File: config.mk
export PLATFORM = sky130hd
export DESIGN_NAME = oamf_ram
export DESIGN_NICKNAME = d
export VERILOG_FILES = /design/src/sv/oamf_ram.sv
export SDC_FILE = /design/constraint.sdc
export NUM_CORES = 2
export LEC_CHECK = 0
export ABC_AREA = 1
export BUFFER_PORTS_ARGS = -buffer_cell sky130_fd_sc_hd__clkbuf_2
export CORE_MARGIN = 2
export CORE_UTILIZATION = 40
export CTS_CLUSTER_DIAMETER = 40
export CTS_CLUSTER_SIZE = 10
export DETAILED_ROUTE_END_ITERATION = 16
export PLACE_DENSITY = 0.6
export SETUP_SLACK_MARGIN = 0.05
export SLEW_MARGIN = 10
export SYNTH_ARGS = -nofsm -noshare
export SYNTH_HDL_FRONTEND = slang
export SYNTH_SLANG_ARGS = --single-unit
File: constraint.sdc
create_clock -name clk -period 4.75 [get_ports clk]
set_input_delay 0.475 -clock clk [delete_from_list [all_inputs] [get_ports clk]]
set_output_delay 0.475 -clock clk [all_outputs]
set_load 0.02 [all_outputs]
File: src/sv/oamf_ram.sv
`default_nettype none

module oamf_ram #(
	parameter int WIDTH = 8,
	parameter int DEPTH = 256
) (
	input  wire logic                     clk,
	input  wire logic                     we,
	input  wire logic [$clog2(DEPTH)-1:0] waddr,
	input  wire logic [WIDTH-1:0]         wdata,
	input  wire logic [$clog2(DEPTH)-1:0] raddr,
	output logic      [WIDTH-1:0]         rdata
);

	logic [WIDTH-1:0] mem_q [DEPTH];

	always_ff @(posedge clk) begin
		if (we) begin
			mem_q[waddr] <= wdata;
		end
		rdata <= mem_q[raddr];
	end

endmodule

`default_nettype wire

==> impl_metrics.tcl <==
set metrics [dict create \
    status "completed" \
    cts_tree "built" \
    finalWirelength_mm 237.0 \
    rows 167 \
    ir_drop_v 0.0003947 \
    fin_crit_ns 2.750 \
    worstHoldEndpoint "mem_q[98][3]" \
    routabilityCongestion 0.8541 \
    skew_ns 0.05217 \
    synth_nets 7029 \
    mostFrequentLayoutCells "2117 x nand2_1, 2048 x edfxtp_1, 2019 x nand3_1" \
    pin_count 34 \
    rsz0062_at_grt "false" \
    maxSlewHeadroom 0.1492 \
    antenna_found_initial 2 \
    path_max_fanout 16 \
    path_common_cell "nor2_1" \
    mostFrequentLayoutCell "nand2_1" \
    timing.rr.start "mem_q[151][1]" \
    clkLatencyLatePin_ns 0.92 \
    period_share 0.5790 \
    cts-root-buf "clkbuf_16" \
    yosysWarnings 0 \
    cts.sinks 2056 \
    numCtsBuffers 309 \
    reg2reg_to "rdata[1]" \
    drv_cap 0 \
    syn_avg_cell_area_um2 11.91 \
    cts_setup_buffers 0 \
    dieWidth_um 460.6 \
    grt_max_degree 156 \
    final_area_um2 95570 \
    track_usage 0.2206 \
    min_from "wdata[3]" \
    leakagePower_nw 33.06 \
    dpl.hpwl_mm 132.9 \
    initial_utilization 0.4027 \
    grt_pass1_wl_mm 349.9 \
    synth_area_um2 83400 \
    cpPeakStageDelay_ns 1.05 \
    cts_hold_buf 1 \
    vias 54980 \
    worstSetupStartpointType "primary input" \
    routed_via_density 5.530 \
    fin_util 0.4615 \
    drc 0 \
    ff2ff_setup_slack_ns 2.71 \
    synthCells 7003 \
    tightestPinTransition_ns 1.272 \
    end_kind "register" \
    critPathRequiredTime_ns 5.25 \
    dieArea_um2 212200 \
    synth.top_cell.area_share 0.7374 \
    dpl.cell_count 9456 \
    synth_area_leaders "edfxtp_1 74%, nand3_1 12%, nand2_1 9.6%" \
    place_area_um2 86100 \
    chipHeight_um 460.6 \
    ys_seq_elements 2056 \
    drtAntennaViolNets 0 \
    syn2layout_area_growth_pct 14.59 \
    slew_viol_final 0 \
    synth_cell_types 14 \
    cts_buffer_depth 4 \
    first_pass_iters 6 \
    finalHoldViolCount 0 \
    max_freq_mhz 363.6 \
    io_buffers 33 \
    gr-total-overflow 0 \
    crit_chain "clkbuf_2 -> inv_1 -> nor2_1 -> nand2_1 -> nor2_1" \
    worstPathArrival_ns 3.25 \
    fp.coreArea_um2 207100 \
    r2r_cells 10 \
    p_per_area_nw_per_um2 455.9 \
    grt_pass1_vias 52610 \
    cp_slowest_cell "nor2_1" \
    finalSetupViolCount 0 \
    worst_hold_path_type "in -> reg" \
    htree_levels 5 \
    worstSetupPathType "in -> reg" \
    wl_per_cell_um 23.84 \
    nNetsFinal 7006 \
    p_total_mw 43.57 \
    hold_depth 1 \
    tns_ns 0 \
    ys_seq_area_frac 0.7394 \
    yosysTopAreaCell "edfxtp_1" \
    fillCellCount 18360 \
    final_cells 9942 \
    drive_gt1_frac 0.08181 \
    cts_resized 0 \
    clk_pin_slew_worst_paths_ns 0.05 \
    dr.first_iter.drc_count 6883 \
]
==> cell type report <==
| type | instances | area, um2 | area share |
|---|---|---|---|
| Clock buffer | 351 | 8038 | 0.08411 |
| Multi-Input combinational cell | 4425 | 19160 | 0.2004 |
| Tap cell | 2788 | 3488 | 0.03650 |
| Antenna cell | 3 | 7.507 | 0.00007855 |
| Inverter | 39 | 180.2 | 0.001885 |
| Sequential cell | 2056 | 61660 | 0.6452 |
| Clock inverter | 131 | 1413 | 0.01478 |
| Timing Repair Buffer | 149 | 1625 | 0.01701 |
==> Yosys cell counts (all sizes together) <==
library cell  instances
nand3              2019
edfxtp             2048
buf                 371
nor2                283
nand2              2123
dfxtp                 8
inv                  39
clkbuf              112
==> worst max-delay path, delay by kind of cell <==
kind / cells / cell delay (ns)
simple gates: 3 / 2.60
buf+inv: 2 / 0.16
==> power breakdown <==
part / switching, mW / internal [mW]
combinational: 1.79 / 0.530
clock: 7.84 / 13.4
sequential: 0.0152 / 20.0
total: 9.65 / 33.9
==> state kept, by name, indices dropped and copies added, names as in the netlist <==
| signal | cells |
|---|---|
| rdata | 8 |
| mem_q | 2048 |
==> metrics by stage <==
stage	hold slack [ns]	setup slack (ns)
6_report	0.02228	2.000
5_1_grt	0.03186	2.011
4_1_cts	0.01782	2.048
3_5_place_dp	0.9094	1.087
3_3_place_gp	0.9342	1.118
2_1_floorplan	0.5739	2.784
==> cell families (layout without fill, tap and decap cells) <==
family	count (synthesis)	count (layout)	share of synthesized area
flip-flops	2056	2056	0.7394
buffers and inverters	522	670	0.03119
other	0	3	0
AND/OR/NAND/NOR	4425	4425	0.2295
==> worst max path at each step <==
| stage | start | end | slack, ns | depth (start not counted) |
|---|---|---|---|---|
| after floorplan | we | mem_q[162][0] | 2.78 | 4 |
| after global placement | waddr[4] | mem_q[221][3] | 1.12 | 5 |
| after detailed placement | waddr[4] | mem_q[221][3] | 1.09 | 5 |
| after CTS | waddr[4] | mem_q[221][0] | 2.05 | 5 |
| after global routing | waddr[4] | mem_q[93][6] | 2.01 | 5 |
| final | waddr[4] | mem_q[93][6] | 2.00 | 5 |
==> per-layer routing <==
layer	GRT usage	routed length (um)	vias up
met5	0	0	-
met2	0.3450	110200	2505
met3	0.03878	19060	477
li1	-	-	24850
met4	0.09307	9881	0
met1	0.3037	97880	27150
Note: power is estimated with default switching activity, not from simulation.
